File: src/hw/rtl/hcm_pkg.sv
// Shared types, constants and codes for the homography coordinate mapper.
package hcm_pkg;

	localparam int SRC_BITS       = 12;
	localparam int COORD_BITS_DEF = 12;
	localparam int COEF_W         = 32;
	localparam int Q_W            = 32;
	localparam int BOX_MAX_W      = 31;
	localparam int CFG_IDX_W      = 3;
	localparam int W_FRAC         = 30;
	localparam int NUM_TERMS      = 6;
	localparam int DIV_STEPS      = Q_W;
	localparam int CNT_W          = $clog2(DIV_STEPS);
	localparam int LANES          = 2;

	localparam logic signed [COEF_W-1:0] COEF_ONE = 32'sd65536;
	localparam logic signed [COEF_W-1:0] COEF_ZERO = 32'sd0;
	localparam logic signed [Q_W-1:0] POS_MAX = 32'sh7FFF_FFFF;
	localparam logic signed [Q_W-1:0] NEG_MIN = 32'sh8000_0000;

	typedef enum logic [CFG_IDX_W-1:0] {
		REG_XX = 3'd0,
		REG_XY = 3'd1,
		REG_XO = 3'd2,
		REG_YX = 3'd3,
		REG_YY = 3'd4,
		REG_YO = 3'd5,
		REG_WX = 3'd6,
		REG_WY = 3'd7
	} cfg_reg_t;

	typedef enum logic [2:0] {
		TERM_XX = 3'd0,
		TERM_XY = 3'd1,
		TERM_YX = 3'd2,
		TERM_YY = 3'd3,
		TERM_WX = 3'd4,
		TERM_WY = 3'd5
	} term_t;

	typedef enum logic [2:0] {
		ST_IDLE,
		ST_MUL,
		ST_ABS,
		ST_SETUP,
		ST_DIV,
		ST_SIGN,
		ST_LOAD
	} state_t;

	typedef struct packed {
		logic [SRC_BITS-1:0] src_col;
		logic [SRC_BITS-1:0] src_row;
		logic                restart;
	} in_item_t;

	typedef struct packed {
		logic signed [Q_W-1:0] mapped_col;
		logic signed [Q_W-1:0] mapped_row;
		logic signed [Q_W-1:0] box_min_col;
		logic [BOX_MAX_W-1:0]  box_max_col;
		logic signed [Q_W-1:0] box_min_row;
		logic [BOX_MAX_W-1:0]  box_max_row;
		logic                  divide_fault;
	} out_item_t;

	typedef struct packed {
		logic  load_in;
		logic  mul_en;
		term_t mul_sel;
		logic  acc_en;
		term_t acc_sel;
		logic  abs_en;
		logic  setup_en;
		logic  div_en;
		logic  sign_en;
		logic  load_out;
	} cmd_t;

endpackage

File: src/hw/rtl/hcm_ctrl.sv
// Sequencing state machine and output handshake for the homography coordinate mapper.
module hcm_ctrl (
	input  logic          clk,
	input  logic          arst_n,
	input  logic          in_valid,
	output logic          in_ready,
	output logic          out_valid,
	input  logic          out_ready,
	output hcm_pkg::cmd_t cmd
);

	hcm_pkg::state_t state_q, state_d;
	logic [hcm_pkg::CNT_W-1:0] cnt_q;
	logic out_valid_q;
	logic out_free;

	assign out_free  = !out_valid_q || out_ready;
	assign in_ready  = (state_q == hcm_pkg::ST_IDLE);
	assign out_valid = out_valid_q;

	always_comb begin
		state_d = state_q;
		unique case (state_q)
			hcm_pkg::ST_IDLE: begin
				if (in_valid) state_d = hcm_pkg::ST_MUL;
			end
			hcm_pkg::ST_MUL: begin
				if (cnt_q == hcm_pkg::CNT_W'(hcm_pkg::NUM_TERMS)) state_d = hcm_pkg::ST_ABS;
			end
			hcm_pkg::ST_ABS:   state_d = hcm_pkg::ST_SETUP;
			hcm_pkg::ST_SETUP: state_d = hcm_pkg::ST_DIV;
			hcm_pkg::ST_DIV: begin
				if (cnt_q == hcm_pkg::CNT_W'(hcm_pkg::DIV_STEPS - 1)) state_d = hcm_pkg::ST_SIGN;
			end
			hcm_pkg::ST_SIGN:  state_d = hcm_pkg::ST_LOAD;
			hcm_pkg::ST_LOAD: begin
				if (out_free) state_d = hcm_pkg::ST_IDLE;
			end
			default: state_d = hcm_pkg::ST_IDLE;
		endcase
	end

	always_comb begin
		cmd = '0;
		unique case (state_q)
			hcm_pkg::ST_IDLE: cmd.load_in = in_valid;
			hcm_pkg::ST_MUL: begin
				cmd.mul_en  = (cnt_q < hcm_pkg::CNT_W'(hcm_pkg::NUM_TERMS));
				cmd.mul_sel = hcm_pkg::term_t'(cnt_q[2:0]);
				cmd.acc_en  = (cnt_q != '0);
				cmd.acc_sel = hcm_pkg::term_t'(cnt_q[2:0] - 3'd1);
			end
			hcm_pkg::ST_ABS:   cmd.abs_en = 1'b1;
			hcm_pkg::ST_SETUP: cmd.setup_en = 1'b1;
			hcm_pkg::ST_DIV:   cmd.div_en = 1'b1;
			hcm_pkg::ST_SIGN:  cmd.sign_en = 1'b1;
			hcm_pkg::ST_LOAD:  cmd.load_out = out_free;
			default: cmd = '0;
		endcase
	end

	always_ff @(posedge clk or negedge arst_n) begin
		if (!arst_n) begin
			state_q     <= hcm_pkg::ST_IDLE;
			cnt_q       <= '0;
			out_valid_q <= 1'b0;
		end else begin
			state_q <= state_d;
			if (state_d != state_q) cnt_q <= '0;
			else cnt_q <= cnt_q + 1'b1;
			if (cmd.load_out) out_valid_q <= 1'b1;
			else if (out_ready) out_valid_q <= 1'b0;
		end
	end

	a_no_overwrite: assert property (@(posedge clk) disable iff (!arst_n)
		cmd.load_out |-> (!out_valid_q || out_ready))
		else $error("result register loaded while a transaction is still pending");

	a_accept_starts_mul: assert property (@(posedge clk) disable iff (!arst_n)
		(in_valid && in_ready) |=> (state_q == hcm_pkg::ST_MUL && cnt_q == '0))
		else $error("accepted transaction did not start the multiply sequence");

	a_div_length: assert property (@(posedge clk) disable iff (!arst_n)
		(state_q == hcm_pkg::ST_DIV && cnt_q == hcm_pkg::CNT_W'(hcm_pkg::DIV_STEPS - 1))
		|=> state_q == hcm_pkg::ST_SIGN)
		else $error("divide did not end after its last quotient bit");

	a_one_phase: assert property (@(posedge clk) disable iff (!arst_n)
		$onehot0({cmd.load_in, cmd.abs_en, cmd.setup_en, cmd.div_en, cmd.sign_en,
			cmd.load_out, cmd.mul_en || cmd.acc_en}))
		else $error("more than one datapath phase commanded at once");

endmodule

File: src/hw/rtl/hcm_datapath.sv
// Coefficient registers, multiply-accumulate, two-lane divider and bounding box.
module hcm_datapath #(
	parameter int COORD_BITS = hcm_pkg::COORD_BITS_DEF
) (
	input  logic                              clk,
	input  logic                              arst_n,
	input  hcm_pkg::cmd_t                     cmd,
	input  hcm_pkg::in_item_t                 in_data,
	output hcm_pkg::out_item_t                out_data,
	input  logic                              cfg_we,
	input  logic [hcm_pkg::CFG_IDX_W-1:0]     cfg_index,
	input  logic [hcm_pkg::COEF_W-1:0]        cfg_data
);

	localparam int U = (COORD_BITS < hcm_pkg::SRC_BITS) ? COORD_BITS : hcm_pkg::SRC_BITS;
	localparam int PROD_W = hcm_pkg::COEF_W + U + 1;
	localparam int NUM_W = hcm_pkg::COEF_W + U + 2;
	localparam int Q_W = hcm_pkg::Q_W;

	logic signed [hcm_pkg::COEF_W-1:0] coef_q [8];
	logic [U-1:0] x_q, y_q;
	logic restart_q;

	logic signed [PROD_W-1:0] prod_q, prod_d;
	logic signed [hcm_pkg::COEF_W-1:0] coef_sel;
	logic [U-1:0] coord_sel;
	logic signed [U:0] coord_ext;

	logic signed [NUM_W-1:0] num_q [hcm_pkg::LANES];
	logic signed [NUM_W-1:0] w_q;

	logic [NUM_W-1:0] mag_q [hcm_pkg::LANES];
	logic [NUM_W-1:0] d_q;
	logic num_neg_q [hcm_pkg::LANES];
	logic w_neg_q, fault_q;

	logic [NUM_W-1:0] r_q [hcm_pkg::LANES];
	logic [Q_W-1:0] sh_q [hcm_pkg::LANES];
	logic [Q_W-1:0] quo_q [hcm_pkg::LANES];
	logic ovf_q [hcm_pkg::LANES];

	logic [NUM_W:0] trial [hcm_pkg::LANES];
	logic [NUM_W:0] diff [hcm_pkg::LANES];
	logic ge [hcm_pkg::LANES];

	logic signed [Q_W-1:0] res_q [hcm_pkg::LANES];
	logic signed [Q_W-1:0] res_d [hcm_pkg::LANES];

	logic signed [Q_W-1:0] min_col_q, min_row_q;
	logic [hcm_pkg::BOX_MAX_W-1:0] max_col_q, max_row_q;
	logic signed [Q_W-1:0] min_col_b, min_row_b, min_col_n, min_row_n;
	logic [hcm_pkg::BOX_MAX_W-1:0] max_col_b, max_row_b, max_col_n, max_row_n;

	hcm_pkg::out_item_t out_q;

	assign out_data = out_q;

	always_ff @(posedge clk or negedge arst_n) begin
		if (!arst_n) begin
			coef_q[hcm_pkg::REG_XX] <= hcm_pkg::COEF_ONE;
			coef_q[hcm_pkg::REG_XY] <= hcm_pkg::COEF_ZERO;
			coef_q[hcm_pkg::REG_XO] <= hcm_pkg::COEF_ZERO;
			coef_q[hcm_pkg::REG_YX] <= hcm_pkg::COEF_ZERO;
			coef_q[hcm_pkg::REG_YY] <= hcm_pkg::COEF_ONE;
			coef_q[hcm_pkg::REG_YO] <= hcm_pkg::COEF_ZERO;
			coef_q[hcm_pkg::REG_WX] <= hcm_pkg::COEF_ZERO;
			coef_q[hcm_pkg::REG_WY] <= hcm_pkg::COEF_ZERO;
		end else if (cfg_we) begin
			coef_q[cfg_index] <= $signed(cfg_data);
		end
	end

	always_comb begin
		coef_sel  = coef_q[hcm_pkg::REG_XX];
		coord_sel = x_q;
		unique case (cmd.mul_sel)
			hcm_pkg::TERM_XX: begin coef_sel = coef_q[hcm_pkg::REG_XX]; coord_sel = x_q; end
			hcm_pkg::TERM_XY: begin coef_sel = coef_q[hcm_pkg::REG_XY]; coord_sel = y_q; end
			hcm_pkg::TERM_YX: begin coef_sel = coef_q[hcm_pkg::REG_YX]; coord_sel = x_q; end
			hcm_pkg::TERM_YY: begin coef_sel = coef_q[hcm_pkg::REG_YY]; coord_sel = y_q; end
			hcm_pkg::TERM_WX: begin coef_sel = coef_q[hcm_pkg::REG_WX]; coord_sel = x_q; end
			hcm_pkg::TERM_WY: begin coef_sel = coef_q[hcm_pkg::REG_WY]; coord_sel = y_q; end
			default: begin coef_sel = coef_q[hcm_pkg::REG_XX]; coord_sel = x_q; end
		endcase
		coord_ext = $signed({1'b0, coord_sel});
		prod_d = coef_sel * coord_ext;
	end

	always_comb begin
		for (int l = 0; l < hcm_pkg::LANES; l++) begin
			trial[l] = {r_q[l], sh_q[l][Q_W-1]};
			diff[l]  = trial[l] - {1'b0, d_q};
			ge[l]    = (trial[l] >= {1'b0, d_q});
		end
	end

	// Saturate toward the sign of the true quotient; a flagged overflow means it reached 2^32.
	always_comb begin
		for (int l = 0; l < hcm_pkg::LANES; l++) begin
			if (fault_q) begin
				res_d[l] = num_neg_q[l] ? hcm_pkg::NEG_MIN : hcm_pkg::POS_MAX;
			end else if (num_neg_q[l] ^ w_neg_q) begin
				if (ovf_q[l] || quo_q[l] > 32'h8000_0000) res_d[l] = hcm_pkg::NEG_MIN;
				else res_d[l] = -$signed(quo_q[l]);
			end else begin
				if (ovf_q[l] || quo_q[l][Q_W-1]) res_d[l] = hcm_pkg::POS_MAX;
				else res_d[l] = $signed(quo_q[l]);
			end
		end
	end

	always_comb begin
		min_col_b = restart_q ? hcm_pkg::POS_MAX : min_col_q;
		min_row_b = restart_q ? hcm_pkg::POS_MAX : min_row_q;
		max_col_b = restart_q ? '0 : max_col_q;
		max_row_b = restart_q ? '0 : max_row_q;
		min_col_n = min_col_b;
		min_row_n = min_row_b;
		max_col_n = max_col_b;
		max_row_n = max_row_b;
		if (!fault_q) begin
			if (res_q[0] < min_col_b) min_col_n = res_q[0];
			if (res_q[1] < min_row_b) min_row_n = res_q[1];
			if (res_q[0] > $signed({1'b0, max_col_b})) max_col_n = res_q[0][hcm_pkg::BOX_MAX_W-1:0];
			if (res_q[1] > $signed({1'b0, max_row_b})) max_row_n = res_q[1][hcm_pkg::BOX_MAX_W-1:0];
		end
	end

	always_ff @(posedge clk or negedge arst_n) begin
		if (!arst_n) begin
			min_col_q <= hcm_pkg::POS_MAX;
			min_row_q <= hcm_pkg::POS_MAX;
			max_col_q <= '0;
			max_row_q <= '0;
		end else if (cmd.load_out) begin
			min_col_q <= min_col_n;
			min_row_q <= min_row_n;
			max_col_q <= max_col_n;
			max_row_q <= max_row_n;
		end
	end

	always_ff @(posedge clk) begin
		if (cmd.load_in) begin
			x_q       <= in_data.src_col[U-1:0];
			y_q       <= in_data.src_row[U-1:0];
			restart_q <= in_data.restart;
			num_q[0]  <= NUM_W'(coef_q[hcm_pkg::REG_XO]);
			num_q[1]  <= NUM_W'(coef_q[hcm_pkg::REG_YO]);
			w_q       <= NUM_W'(1) <<< hcm_pkg::W_FRAC;
		end
		if (cmd.mul_en) prod_q <= prod_d;
		if (cmd.acc_en) begin
			unique case (cmd.acc_sel)
				hcm_pkg::TERM_XX, hcm_pkg::TERM_XY: num_q[0] <= num_q[0] + NUM_W'(prod_q);
				hcm_pkg::TERM_YX, hcm_pkg::TERM_YY: num_q[1] <= num_q[1] + NUM_W'(prod_q);
				hcm_pkg::TERM_WX, hcm_pkg::TERM_WY: w_q <= w_q + NUM_W'(prod_q);
				default: w_q <= w_q;
			endcase
		end
		if (cmd.abs_en) begin
			for (int l = 0; l < hcm_pkg::LANES; l++) begin
				num_neg_q[l] <= num_q[l][NUM_W-1];
				mag_q[l] <= num_q[l][NUM_W-1] ? NUM_W'(-num_q[l]) : NUM_W'(num_q[l]);
			end
			w_neg_q <= w_q[NUM_W-1];
			d_q     <= w_q[NUM_W-1] ? NUM_W'(-w_q) : NUM_W'(w_q);
			fault_q <= (w_q == '0);
		end
		if (cmd.setup_en) begin
			for (int l = 0; l < hcm_pkg::LANES; l++) begin
				ovf_q[l] <= ({2'b00, mag_q[l]} >= {d_q, 2'b00});
				r_q[l]   <= mag_q[l] >> 2;
				sh_q[l]  <= {mag_q[l][1:0], {(Q_W-2){1'b0}}};
				quo_q[l] <= '0;
			end
		end
		if (cmd.div_en) begin
			for (int l = 0; l < hcm_pkg::LANES; l++) begin
				r_q[l]   <= ge[l] ? diff[l][NUM_W-1:0] : trial[l][NUM_W-1:0];
				quo_q[l] <= {quo_q[l][Q_W-2:0], ge[l]};
				sh_q[l]  <= sh_q[l] << 1;
			end
		end
		if (cmd.sign_en) begin
			for (int l = 0; l < hcm_pkg::LANES; l++) begin
				res_q[l] <= res_d[l];
			end
		end
		if (cmd.load_out) begin
			out_q.mapped_col   <= res_q[0];
			out_q.mapped_row   <= res_q[1];
			out_q.box_min_col  <= min_col_n;
			out_q.box_max_col  <= max_col_n;
			out_q.box_min_row  <= min_row_n;
			out_q.box_max_row  <= max_row_n;
			out_q.divide_fault <= fault_q;
		end
	end

endmodule

File: src/hw/rtl/homography_coordinate_mapper.sv
// Top level of the homography coordinate mapper.
// Each transaction maps one pixel coordinate through the programmed 3x3 homography and returns
// the Q16.16 mapped point, the running bounding box and a fault flag for a zero divisor. The
// next transaction is accepted only after the previous one has passed through the steps in
// order: the shared multiplier forms the two numerators and the divisor, then the magnitudes
// and divider setup, then the restoring divider (one quotient bit per cycle, both coordinates
// in parallel), then sign, saturation and box update. A finished result waits in an output
// register, so a new transaction is accepted while it is pending. Coefficients must be written
// only while no transaction is in flight; the block itself does not enforce this.
module homography_coordinate_mapper #(
	parameter int COORD_BITS = hcm_pkg::COORD_BITS_DEF
) (
	input  logic                          clk,
	input  logic                          arst_n,
	input  logic                          in_valid,
	output logic                          in_ready,
	input  hcm_pkg::in_item_t             in_data,
	output logic                          out_valid,
	input  logic                          out_ready,
	output hcm_pkg::out_item_t            out_data,
	input  logic                          cfg_we,
	input  logic [hcm_pkg::CFG_IDX_W-1:0] cfg_index,
	input  logic [hcm_pkg::COEF_W-1:0]    cfg_data
);

	hcm_pkg::cmd_t cmd;

	hcm_ctrl u_ctrl (
		.clk       (clk),
		.arst_n    (arst_n),
		.in_valid  (in_valid),
		.in_ready  (in_ready),
		.out_valid (out_valid),
		.out_ready (out_ready),
		.cmd       (cmd)
	);

	hcm_datapath #(
		.COORD_BITS (COORD_BITS)
	) u_datapath (
		.clk       (clk),
		.arst_n    (arst_n),
		.cmd       (cmd),
		.in_data   (in_data),
		.out_data  (out_data),
		.cfg_we    (cfg_we),
		.cfg_index (cfg_index),
		.cfg_data  (cfg_data)
	);

endmodule

File: config.mk
export PLATFORM = sky130hd
export DESIGN_NAME = homography_coordinate_mapper
export DESIGN_NICKNAME = d
export VERILOG_FILES = /design/src/hw/rtl/hcm_pkg.sv /design/src/hw/rtl/hcm_ctrl.sv /design/src/hw/rtl/hcm_datapath.sv /design/src/hw/rtl/homography_coordinate_mapper.sv
export SDC_FILE = /design/constraint.sdc
export NUM_CORES = 2
export LEC_CHECK = 0
export BUFFER_PORTS_ARGS = -buffer_cell sky130_fd_sc_hd__buf_2
export CAP_MARGIN = 20
export CORE_UTILIZATION = 40
export DETAILED_ROUTE_END_ITERATION = 6
export GPL_TIMING_DRIVEN = 0
export PLACE_DENSITY = 0.6
export SLEW_MARGIN = 20
export SYNTH_ARGS = -nofsm -noshare
export SYNTH_HDL_FRONTEND = slang
export SYNTH_HIERARCHICAL = 1
export SYNTH_SLANG_ARGS = --single-unit
File: constraint.sdc
create_clock -name clk -period 35.1 [get_ports clk]
set_clock_uncertainty 0.05 [all_clocks]
set_input_delay 0 -clock clk [delete_from_list [all_inputs] [get_ports clk]]
set_output_delay 0 -clock clk [all_outputs]
set_load 0.05 [all_outputs]
### Word-level counts from Yosys, hierarchy flattened

Memories as Yosys holds them, arrays and structs flattened.
Index checks and enable logic that the tools add are counted.

| storage, ports and cells | value |
|---|---|
| bits in registers | 746 |
| bits in latches | 0 |
| bits in writable memories | 470 |
| bits in read-only memories | 0 |
| input port bits | 65 |
| output and inout port bits | 193 |
| word-level logic and storage cells | 187 |
| memories | 8 |

| operators by class | value |
|---|---|
| $add $sub $neg | 12 |
| $mul | 1 |
| divide/modulo/power cells | 0 |
| order comparisons | 13 |
| eq/ne operators | 20 |
| shifts and indexed selects | 0 |
| muxes and demuxes | 74 |
| bitwise logic cells | 11 |
| reductions and logical operators | 17 |

Memory list:

| memory | depth | bits a word | rd ports | clocked after memory_dff | write ports | line | RTL |
|---|---|---|---|---|---|---|---|
| u_datapath.mag_q | 2 | 46 | 2 | 0 | 2 | hcm_datapath.sv:32 | `logic [NUM_W-1:0] mag_q [hcm_pkg::LANES];` |
| u_datapath.num_q | 2 | 46 | 2 | 0 | 2 | hcm_datapath.sv:29 | `logic signed [NUM_W-1:0] num_q [hcm_pkg::LANES];` |
| u_datapath.r_q | 2 | 46 | 2 | 0 | 2 | hcm_datapath.sv:37 | `logic [NUM_W-1:0] r_q [hcm_pkg::LANES];` |
| u_datapath.quo_q | 2 | 32 | 2 | 0 | 2 | hcm_datapath.sv:39 | `logic [Q_W-1:0] quo_q [hcm_pkg::LANES];` |
| u_datapath.res_q | 2 | 32 | 2 | 0 | 2 | hcm_datapath.sv:46 | `logic signed [Q_W-1:0] res_q [hcm_pkg::LANES];` |
| u_datapath.sh_q | 2 | 31 | 2 | 0 | 2 | hcm_datapath.sv:38 | `logic [Q_W-1:0] sh_q [hcm_pkg::LANES];` |
| 2 more memories | - | - | - | - | - | - |  |

Operators with widths:

| operator | count |
|---|---|
| 2-to-1 mux 32 bit | 19 |
| 2-to-1 mux 46 bit | 10 |
| bitwise mux 256 bit | 1 |
| 2-to-1 mux 31 bit | 8 |
| one-hot mux 32 bit (5 select lines) | 1 |
| adder 46 x 45 -> 46 bit | 3 |
| negator 46 bit | 3 |
| demux 32 bit (select 3 bit) | 1 |
| >= comparator 46 x 48 -> 1 bit | 2 |
| >= comparator 47 x 46 -> 1 bit | 2 |
| one-hot mux 46 bit (2 select lines) | 1 |
| subtractor 46 bit | 2 |
| greater-than comparator 32 bit | 2 |
| greater-than comparator 32 bit (second input constant) | 2 |
| less-than comparator 32 bit | 2 |
| negator 32 bit | 2 |
| zero test 46 bit | 1 |
| multiplier 32 x 13 -> 45 bit | 1 |
| 2-to-1 mux 45 bit | 1 |
| 2-to-1 mux 1 bit | 24 |
| equality test 3 bit (second input constant) | 7 |
| one-hot mux 3 bit (7 select lines) | 1 |
| equality test 3 x 2 -> 1 bit (second input constant) | 6 |
| 2-to-1 mux 12 bit | 1 |
| other kinds (25) | 45 |

### Longest topological paths before layout

| logic depth | value |
|---|---|
| word-level depth | 8 |
| depth in mapped cells | 37 |
| mapped depth without buffers | 32 |

### Hierarchy

Netlist, hierarchy kept.

Modules (own cells, without submodules):

| module | instances | cells an instance | area each (sq um) | sequential area each (sq um) |
|---|---|---|---|---|
| hcm_datapath | 1 | 7841 | 79762.7 | 32671.3 |
| hcm_ctrl | 1 | 69 | 650.6 | 225.2 |

### Least setup slack after synthesis

No wires, ideal clock.

| timing path | value |
|---|---|
| kind | reg2reg |
| from | reg u_ctrl.out_valid_q, in the netlist u_ctrl/out_valid |
| to | reg u_datapath.min_col_q[31] |
| setup time | 141 ps |
| arrival | 13151 ps |
| data required time | 34909 ps |
| slack | 21758 ps |
| cell stages (with the launch flop) | 8 |
| path buffers | 1 |
| cell sequence | dfrtp_1 -> nand2b_1 -> and2_1 -> nor2b_1 -> clkinv_1 -> a31oi_1 -> clkbuf_1 -> o22ai_1 |

RTL lines:

| what | line | RTL |
|---|---|---|
| from (decl) | hcm_ctrl.sv:14 | `logic out_valid_q;` |
| from (signal assigned) | hcm_ctrl.sv:66 | `out_valid_q <= 1'b0;` |
| from (signal assigned) | hcm_ctrl.sv:71 | `if (cmd.load_out) out_valid_q <= 1'b1;` |
| from (signal assigned) | hcm_ctrl.sv:72 | `else if (out_ready) out_valid_q <= 1'b0;` |
| to (signal assigned) | hcm_datapath.sv:131 | `min_col_q <= hcm_pkg::POS_MAX;` |
| to (signal assigned) | hcm_datapath.sv:136 | `min_col_q <= min_col_n;` |
| to (decl) | hcm_datapath.sv:49 | `logic signed [Q_W-1:0] min_col_q, min_row_q;` |

==> summary.md <==
| Metric | Value |
|---|---|
| Starting Density | `40.3%` |
| Final Cycle Share | `35.7%` |
| Grt ovf | `0` |
| Port buffer count | `254` |
| Placed Instance Area | `85900 um2` |
| First-pass GRT wire length | `385000 um` |
| Clock root cell | `clkbuf_16` |
| Fin crit period | `12.54 ns` |
| Upper clock frequency limit | `79.7 MHz` |
| Final hold violation count | `0` |
| Hold-fix buffers at CTS | `95` |
| Crit Path Category | `register to register` |
| Critical path endpoint category | `register` |
| Initial DRC Count | `5199` |
| Max Buffers Root-to-Sink | `3` |
| Final Setup Violations | `0` |
| Post-Syn Area per Cell | `10.2 um2` |
| CTS clk-pin slew, worst paths | `0.05 ns` |
| Vias in the first global route | `63100` |
| Io pins | `258` |
| First-pass DRT Iterations | `7` |
| Sum Neg Setup Slack | `0 ns` |
| Residual DRC | `0` |
| Initial antenna violation count | `6` |
| Largest net degree at the start of global routing | `98` |
| RSZ-0062 raised after global routing | `false` |
| Mean routed wirelength per cell | `22.7 um` |
| Worst-path maximum fanout | `10` |
| Worst path arrival time | `13.03 ns` |
| Syn Nets | `8865` |
| Total wire length | `255000 um` |
| Full die area | `203000 um2` |
| Syn-to-layout area delta | `13.6%` |
| GRT Overall Usage | `24.7%` |
| Ys Warns | `6` |
| Rel. slew slack | `21.6%` |
| Max_cap viols | `0` |
| Drt via density | `5.62` |
| Nets | `9390` |
| Htree depth | `4` |
| Synth Cell Area | `80400 um2` |
| Post-CTS Setup Bufs | `0` |
| Layout cells sized above 1 | `10.9%` |
| CP Launch Type | `register` |
| DRT antenna net count | `0` |
| Syn Inst Count | `7909` |
| RePlAce Congestion | `0.957` |
| Post-route design area | `91300 um2` |
| TritonCTS clock tree | `yes` |
| CP max stage cell | `a21oi_1` |
| Dpl hpwl | `202000 um` |
| Rows | `164` |
| CTS Buf Count | `135` |
| Status | `finished clean` |
| Max-slew violations | `0` |
| Critical Path RT | `35.59 ns` |
| TritonCTS Sinks | `1158` |
| Via Count | `63000` |
| Clk Latency, worst-skew pair | `0.79 ns` |
| Hold crit path type | `input pin to register` |
| Worst-Margin Slew | `1.17 ns` |
| Vert. Die Dim | `450 um` |
| Chip width | `450 um` |
| Core Box Area | `200000 um2` |
| CP dominant cell by count | `fa_1` |
| Worst path max stage delay | `0.90 ns` |
| Cts repair resizes | `0` |
-- routing by layer --
metal,GRT usage [%],up-vias,wire (um)
li1,-,29400,-
met1,32.7,31100,110000
met2,40.7,2057,119000
met3,3.01,442,14000
met4,10.9,8,12000
met5,0,-,43
-- sequential cells by signal (all words and copies together) (netlist names), 4 cells and up --
| register | count |
|---|---|
| u_datapath/min_row_q | 32 |
| u_datapath/mag_q | 92 |
| u_datapath/x_q | 12 |
| u_datapath/num_q | 92 |
| u_datapath/quo_q | 64 |
| u_datapath/prod_q | 45 |
| u_datapath/out_data | 191 |
| u_datapath/coef_q | 256 |
| u_datapath/min_col_q | 32 |
| u_datapath/max_row_q | 31 |
| u_datapath/w_q | 46 |
| u_datapath/y_q | 12 |
| u_datapath/max_col_q | 31 |
| u_datapath/d_q | 46 |
| u_datapath/sh_q | 4 |
| u_datapath/r_q | 92 |
| u_ctrl/cnt_q | 5 |
| u_datapath/res_q | 64 |
-- through the flow --
| step | util [%] | hold WS (ns) | instances | setup WS (ns) |
|---|---|---|---|---|
| 2_1_floorplan | - | -0.346 | 7909 | 21.76 |
| 3_3_place_gp | 42.6 | 0.129 | 10800 | 13.41 |
| 3_5_place_dp | 43.0 | -0.172 | 10900 | 22.54 |
| 4_1_cts | 45.7 | 0.0958 | 11200 | 22.51 |
| 5_1_grt | 45.7 | 0.171 | 11200 | 22.17 |
| 6_report | 45.7 | 0.161 | 11200 | 22.56 |
-- critical path, delay by kind of cell, from the launching register on --
kind | cells | cell delay (ns)
adder cells (fa/ha/maj) | 6 | 2.95
AO/OA/AOI/OAI | 9 | 4.05
flip-flops | 1 | 0.37
XOR/XNOR | 1 | 0.11
multiplexers | 1 | 0.86
AND/OR/NAND/NOR | 6 | 0.82
buffers and inverters | 10 | 3.08
-- cell type report --
cell class              instances  area, um2
diodes                          7       17.5
plain buffers                 369       1410
clock buffers                 170       3610
clock inverters                77        856
fillers                     18800     108000
inverters                     644       2420
multi-input cells            5738      43800
flip-flops and latches       1158      32900
well taps                    2656       3320
repair buffers                388       2980
-- worst paths after layout --
check	endpoint	cells past startpoint	slack (ns)	startpoint
setup / recovery	u_datapath/prod_q[44]	33	22.56	u_ctrl/state_q[1]
hold / removal	u_ctrl/state_q[0]	4	0.16	in_valid
setup reg to reg	u_datapath/prod_q[44]	33	22.56	u_ctrl/state_q[1]
hold reg to reg	u_datapath/out_data[0]	0	0.43	u_datapath/fault_q
max in group asynchronous	u_datapath/coef_q[75]	8	32.53	arst_n
min in group asynchronous	u_datapath/max_row_q[24]	4	0.20	arst_n
-- cell usage in the layout, fill, tap and decap left out, drive strengths merged, types with 43 or more instances in the layout --
| cell | count |
|---|---|
| nand2b | 77 |
| dfrtp | 327 |
| nor3 | 109 |
| and2 | 94 |
| xor2 | 128 |
| inv | 644 |
| buf | 343 |
| mux2i | 79 |
| o21a | 51 |
| fa | 343 |
| edfxtp | 767 |
| a31oi | 100 |
| a21oi | 538 |
| nor2b | 76 |
| or3 | 58 |
| nor2 | 634 |
| a21o | 255 |
| and3 | 45 |
| nand3 | 127 |
| mux2 | 269 |
| o21ai | 451 |
| a31o | 43 |
| o22a | 79 |
| nand4 | 80 |
| o22ai | 49 |
| o21bai | 47 |
| xnor2 | 255 |
| dfstp | 64 |
| ha | 548 |
| clkinv | 63 |
| nand2 | 684 |
| o31ai | 69 |
| dlygate4sd3 | 94 |
| clkbuf | 490 |
Power is left out: the tool's default activity adds up to more than one toggle a clock period on the data nets, which glitch-free logic cannot reach.
